===== src/hdl/booth_signed_multiplier_defines.svh =====
// Assertion macros shared by the Booth multiplier RTL.
// Included by the cell and the top level; depends on nothing else.
`ifndef BOOTH_SIGNED_MULTIPLIER_DEFINES_SVH
`define BOOTH_SIGNED_MULTIPLIER_DEFINES_SVH

// Next-cycle implication, disabled while reset is asserted.
`define BSM_ASSERT_NEXT(label, clk, rst_n, ante, cons) \
    label: assert property (@(posedge clk) disable iff (!(rst_n)) (ante) |=> (cons)) \
        else $error("booth multiplier check failed");

// Next-cycle implication that is also checked through reset.
`define BSM_ASSERT_NEXT_ALL(label, clk, ante, cons) \
    label: assert property (@(posedge clk) (ante) |=> (cons)) \
        else $error("booth multiplier check failed");

`endif


===== src/hdl/bsm_pkg.sv =====
// Shared constants, codes and the per-stage data type of the Booth multiplier.
// Used by the interfaces, the cell and the top level; depends on nothing.
package bsm_pkg;

    localparam int FIELD_BITS   = 32;
    localparam int PRODUCT_BITS = 64;
    // Operand width the multiplier works on (4 to 32).
    localparam int OPERAND_BITS = 32;
    // One guard bit keeps every add and subtract exact.
    localparam int ACC_BITS     = OPERAND_BITS + 1;

    // Booth action codes for the pair {q[0], q_minus_1}.
    localparam logic [1:0] BOOTH_SUB = 2'b10;
    localparam logic [1:0] BOOTH_ADD = 2'b01;

    typedef struct packed {
        logic [OPERAND_BITS-1:0] mcand;
        logic [ACC_BITS-1:0]     acc;
        logic [OPERAND_BITS-1:0] q;
        logic                    qm1;
    } t_cell_data;

endpackage


===== src/hdl/bsm_cell.sv =====
// One Booth step with its pipeline register and local valid/ready control.
// Depends on bsm_pkg and the assertion macro header.
`include "booth_signed_multiplier_defines.svh"

module bsm_cell (
    input  logic                i_clk,
    input  logic                i_rst_n,
    input  logic                i_valid,
    output logic                o_ready,
    input  bsm_pkg::t_cell_data i_data,
    output logic                o_valid,
    input  logic                i_ready,
    output bsm_pkg::t_cell_data o_data
);

    logic                         r_valid;
    bsm_pkg::t_cell_data          r_data;
    bsm_pkg::t_cell_data          n_data;
    logic [bsm_pkg::ACC_BITS-1:0] w_mcand_ext;
    logic [bsm_pkg::ACC_BITS-1:0] w_sum;

    // Add or subtract the multiplicand, then shift {acc, q, qm1} right arithmetically.
    always_comb begin
        w_mcand_ext = {i_data.mcand[bsm_pkg::OPERAND_BITS-1], i_data.mcand};
        unique case ({i_data.q[0], i_data.qm1})
            bsm_pkg::BOOTH_SUB: begin
                w_sum = i_data.acc - w_mcand_ext;
            end
            bsm_pkg::BOOTH_ADD: begin
                w_sum = i_data.acc + w_mcand_ext;
            end
            default: begin
                w_sum = i_data.acc;
            end
        endcase
        n_data.mcand = i_data.mcand;
        n_data.qm1   = i_data.q[0];
        n_data.q     = {w_sum[0], i_data.q[bsm_pkg::OPERAND_BITS-1:1]};
        n_data.acc   = {w_sum[bsm_pkg::ACC_BITS-1], w_sum[bsm_pkg::ACC_BITS-1:1]};
    end

    assign o_ready = !r_valid || i_ready;
    assign o_valid = r_valid;
    assign o_data  = r_data;

    always_ff @(posedge i_clk) begin
        if (!i_rst_n) begin
            r_valid <= 1'b0;
        end else if (o_ready) begin
            r_valid <= i_valid;
        end
    end

    always_ff @(posedge i_clk) begin
        if (i_valid && o_ready) begin
            r_data <= n_data;
        end
    end

    `BSM_ASSERT_NEXT(a_cell_hold, i_clk, i_rst_n, r_valid && !i_ready, r_valid && $stable(r_data))
    `BSM_ASSERT_NEXT(a_cell_step, i_clk, i_rst_n, i_valid && o_ready,
                     r_data.mcand == $past(i_data.mcand) && r_data.qm1 == $past(i_data.q[0]))

endmodule


===== config.mk =====
export PLATFORM = sky130hd
export DESIGN_NAME = bsm_cell
export DESIGN_NICKNAME = d
export VERILOG_FILES = /design/src/hdl/bsm_pkg.sv /design/src/hdl/bsm_cell.sv
export VERILOG_INCLUDE_DIRS = /design/src /design/src/hdl
export SDC_FILE = /design/constraint.sdc
export NUM_CORES = 1
export LEC_CHECK = 0
export ABC_AREA = 1
export BUFFER_PORTS_ARGS = -buffer_cell sky130_fd_sc_hd__buf_2
export CAP_MARGIN = 10
export CORE_UTILIZATION = 50
export DETAILED_ROUTE_END_ITERATION = 12
export GPL_TIMING_DRIVEN = 0
export PLACE_DENSITY = 0.78
export SYNTH_ARGS = -nofsm -noshare
export SYNTH_HDL_FRONTEND = slang
export SYNTH_SLANG_ARGS = --single-unit

===== constraint.sdc =====
create_clock -name i_clk -period 16.1 [get_ports i_clk]
set_input_delay 1.61 -clock i_clk [delete_from_list [all_inputs] [get_ports i_clk]]
set_output_delay 1.61 -clock i_clk [all_outputs]
set_load 0.005 [all_outputs]

# ---- Word level (Yosys, flattened, before mapping)
# Cells that the tools add are included.
dict set report op_classes {
  n_mux 1
  n_reduce_logical 3
  addsub 2
  eq_ne 2
}
# op n
set op_table {}
lappend op_table {{33-bit one-hot mux with 2 select lines} 1}
lappend op_table {{33-bit adder} 1}
lappend op_table {{33-bit subtractor} 1}
lappend op_table {{2-bit by 1-bit == test with 1-bit output, second input constant} 1}
lappend op_table {{2-bit == test, second input constant} 1}
lappend op_table {{1-bit logical AND} 1}
lappend op_table {{1-bit logical NOT} 1}
lappend op_table {{1-bit logical OR} 1}
dict set report word_totals {
  out_inout_bits 100
  wordCells 13
  ff_bits 98
  inputBits 102
}

# ---- Logic depth before layout (Yosys ltp)
dict set report depth {
  word_depth 3
  depth_mapped 24
  depth_no_buf 24
}

# ---- Worst setup path before layout
# No wires, ideal clock.
dict set report synth_timing {
  kind {in2reg}
  start {input i_valid}
  end {register r_data, in the netlist o_data[0] (enable)}
  path_buffers 0
  slack_ps 9185
  setup_time_ps 584
  path_stages 2
  arrival_time_ps 6331
  required_time_ps 15516
  path_cell_list {inv_1 -> a21oi_1}
}
dict set report synth_between {
  elab_chain_cells 1
}
# element line_no
set synth_lines {}
lappend synth_lines {{start, declared} bsm_cell.sv:8} ;# input logic i_valid,
lappend synth_lines {{1-bit logical AND} bsm_cell.sv:55} ;# if (i_valid && o_ready) begin
lappend synth_lines {{end signal, assigned} bsm_cell.sv:56} ;# r_data <= n_data;
lappend synth_lines {{end, declared} bsm_cell.sv:17} ;# bsm_pkg::t_cell_data r_data;
# No other way between the ends.
# A chain may end at the register's enable or synchronous reset.

# ---- Final worst setup path
dict set report layout_timing {
  start {input i_data[1] (netlist bit)}
  end {register r_data, in the netlist o_data[44], data pin}
}
dict set report layout_between {
  elab_chain_cells 2
  word_cells_on_any_way 3
  classes_between {eq/ne (2); mux (1)}
}
# element line_no
set layout_lines {}
lappend layout_lines {{start, declared} bsm_cell.sv:10} ;# input bsm_pkg::t_cell_data i_data,
lappend layout_lines {{2-bit by 1-bit == test with 1-bit output / 2-bit == test (equally long branches)} bsm_cell.sv:25} ;# unique case ({i_data.q[0], i_data.qm1})
lappend layout_lines {{33-bit one-hot mux with 2 select lines *} bsm_cell.sv:25}
lappend layout_lines {{named net w_sum, one bit} bsm_cell.sv:20} ;# logic [bsm_pkg::ACC_BITS-1:0] w_sum;
# Mark *: on every way through the listed nets, which the timed path passes. The rest lies on a longest branch.

==> run_results.csv <==
group,metric,value,unit
status,run_status,"finished, final reports clean",
place,placement.io_buffers,201,
place,gp_congestion,0.928,
setup_path,crit_buf_inv,6,
synthesis,async_reset_ff_frac,0,
sta,finalCriticalPeriod,4.29,ns
cells_and_area,fillCellCount,1120,
sta,final_max_slew_viol_count,0,
route,avgRoutedWirePerCell,14.5,µm
pwr,comb_power_share,0.282,
run,max_cap_viol_count,0,
sta,rsz0062_at_grt,"no",
synthesis,synth_top_flop_cell,"sky130_fd_sc_hd__edfxtp_1",
cells_and_area,final_layout_size_suffix_gt1_frac,0.250,
pwr,p_switching,226,µW
setup_path,setup_crit_path_kind,"input port to flip-flop",
pwr,peakVddDrop,0.0560,mV
die,core_area,12700,µm²
synthesis,synth.most_common_cell,"sky130_fd_sc_hd__nand2_1",
die,core.rowCount,41,
route,routed_via_density,5.03,
synthesis,synth_area_leaders,"sky130_fd_sc_hd__edfxtp_1 45%, sky130_fd_sc_hd__nand2_1 16%, sky130_fd_sc_hd__ha_1 6.5%",
synthesis,netlist_instances,810,
place,dp_worst_setup_slack,11.51,ns
sta,finalHoldViolCount,0,
route,wirelength,17.5,mm
clocking,cts-hold-fix-buffers,0,
pwr,leakagePower,0.00395,µW
sta,timing.clock.skew,0.00641,ns
grt,gr-total-overflow,0,
sta,finalSetupViolations,0,
synthesis,yosysUniqueCellTypes,41,
place,hpwl_detailed,14.3,mm
synthesis,synth_warn,0,
pwr,internal-power,506,µW
pwr,power_density_over_the_cells,90.4,nW/µm²
setup_path,crit_path_max_incr_delay,0.32,ns
setup_path,worstPathCellList,"buf_2 > inv_1 > ha_1 > buf_2 > inv_4 > buf_2 > nand2_1 > o21ai_0 > xor2_1 > ha_1 > nand2_1 > inv_1 > a21oi_1 > nand2_2 > nand3_1 > nand3_2 > or2_1 > nand3_1 > nand2_1",
synthesis,postSynthNetCount,947,
cells_and_area,area.growth.synth_to_final,24.5,%
setup_path,cp_slowest_cell,"sky130_fd_sc_hd__ha_1",
sta,finalWorstSetupSlack,11.81,ns
grt,pin_count_of_the_biggest_net_entering_global_routing,32,
clocking,cts_tree,"built",
clocking,worst_skew_pair.late_latency,0.35,ns
setup_path,critical_path.startpoint_type,"input port",
die,dieHeight,116,µm
grt,overall_routing_resource_usage,0.264,
synthesis,ys_seq_elements,98,
route,count_of_routing_violations_after_the_opening_detailed_route_iteration,443,
sta,timing.slew.headroom,0.575,
sta,timing.fmax,233,MHz
route,drc,0,
setup_path,worstPathRequired,16.19,ns
place,detailed_place.area,7800,µm²
cells_and_area,stdcell_count,1203,
clocking,cts_buffers,9,
grt,initial_antenna_violation_count,1,
cells_and_area,final_nets,1162,
setup_path,dominant_delay_contributor_by_cell_family_on_the_critical_path,"simple AND/OR/NAND/NOR gates",
synthesis,synth_enable_flop_cells,97,
sta,worst_pin_slew,0.637,ns
grt,via_count_of_the_first_global_routing_pass,5388,
die,floorplan.die.width,116,µm
clocking,h-tree-depth,3,
synthesis,yosysTopAreaCell,"sky130_fd_sc_hd__edfxtp_1",
synthesis,post_synth_instance_area,6500,µm²
die,dieArea,13500,µm²
setup_path,data_arrival_at_the_endpoint_of_the_critical_path,4.39,ns
synthesis,netlist_top_cells_count,"273 x sky130_fd_sc_hd__nand2_1, 97 x sky130_fd_sc_hd__edfxtp_1, 89 x sky130_fd_sc_hd__inv_1",
route,drt-pass1-iter-count,5,
clocking,post_cts_gate_resize_count,0,
grt,grt_first_pass_wirelength,26.3,mm
setup_path,crit_path_max_fanout,10,
cells_and_area,finish.instance_area,8100,µm²
synthesis,yosysTopAreaCellShare,0.448,
clocking,numClockSinks,98,
synthesis,ys_seq_area_frac,0.451,
die,ioPinCount,202,
route,ant_nets,0,
pwr,share_seq_of_total_power,0.425,
clocking,cts-root-buf,"sky130_fd_sc_hd__clkbuf_16",
pwr,power.switching_fraction,0.309,
route,via_count,6047,
place,post-place-cells,1186,
synthesis,syn_avg_cell_area,8.03,µm²
clocking,postCtsSetupRepairBufs,0,
sta,finalCritPeriodShare,0.267,
clocking,clk_path_buf_depth,2,
sta,setup_tns,0,ns
pwr,clkPwrFrac,0.293,
setup_path,critical_path.endpoint_type,"flip-flop",
pwr,total_power,732,µW
die,floorplan.initialDensity,0.513,
clocking,clk_pin_slew_worst_paths,0.07,ns
min_path,class_of_the_worst_hold_path,"flip-flop to flip-flop",
[cell usage in the layout, fill, tap and decap left out, types with 17 or more instances in the layout]
cell and instances:
sky130_fd_sc_hd__xor2_1 17, sky130_fd_sc_hd__nor2_1 76, sky130_fd_sc_hd__o21ai_0 27, sky130_fd_sc_hd__nand3_1 50, sky130_fd_sc_hd__buf_2 205, sky130_fd_sc_hd__edfxtp_1 97, sky130_fd_sc_hd__inv_1 89, sky130_fd_sc_hd__ha_1 34
sky130_fd_sc_hd__a21oi_1 35, sky130_fd_sc_hd__nand2_1 273
[worst paths after layout]
kind	startpoint	end	slack, ns	cells past startpoint
max reg2reg	o_valid	o_data[97]	14.60	2
min	o_valid	o_valid	0.62	2
min reg2reg	o_valid	o_valid	0.62	2
max	i_data[1]	o_data[44]	11.81	19
[kinds of logic after synthesis]
logic type,count (synthesis),synth area share
simple gates,466,0.310
fa+ha+maj,35,0.0685
compound gates,81,0.0717
buf+inv,101,0.0600
xor+xnor,29,0.0390
flops,98,0.451
[area by class of cell]
class,instances,area (µm²),share of cell area
Clock inverter,5,60.1,0.00741
Sequential cell,98,2930,0.362
Buffer,10,46.3,0.00572
Timing Repair Buffer,204,1070,0.133
Antenna cell,1,2.50,0.000309
Multi-Input combinational cell,611,3190,0.394
Clock buffer,11,233,0.0287
Tap cell,172,215,0.0266
Inverter,91,344,0.0425
[through the flow]
stage               hold slack [ns]  utilization
floorplan                     0.523            -
global placement              0.495        0.610
detailed placement            0.609        0.616
CTS                           0.628        0.639
global route                  0.664        0.639
finish                        0.615        0.639
[power by group through the flow]
stage	clock network (µW)	registers, µW	logic, µW
final	214	311	206
after global routing	226	314	232
after CTS	217	312	204
after detailed placement	0	317	202
after global placement	0	320	197
after floorplan	0	323	125
[layer usage]
| metal | track usage | vias up | part of all wire |
|---|---|---|---|
| met5 | 0 | - | 0 |
| met4 | 0.0701 | 0 | 0.011 |
| met3 | 0.0460 | 15 | 0.054 |
| met2 | 0.469 | 185 | 0.50 |
| met1 | 0.331 | 2734 | 0.43 |
| li1 | - | 3113 | - |
[registers in the layout (all words and copies together) (netlist names)]
signal / cells
o_valid: 1
o_data: 97
[tightest hold or removal path: stages, from the launching register on]
cell and delay (ns):
sky130_fd_sc_hd__dfxtp_1 0.35, sky130_fd_sc_hd__nand2_1 0.11, sky130_fd_sc_hd__a21boi_0 0.10
Power figures use the tool's default switching activity.
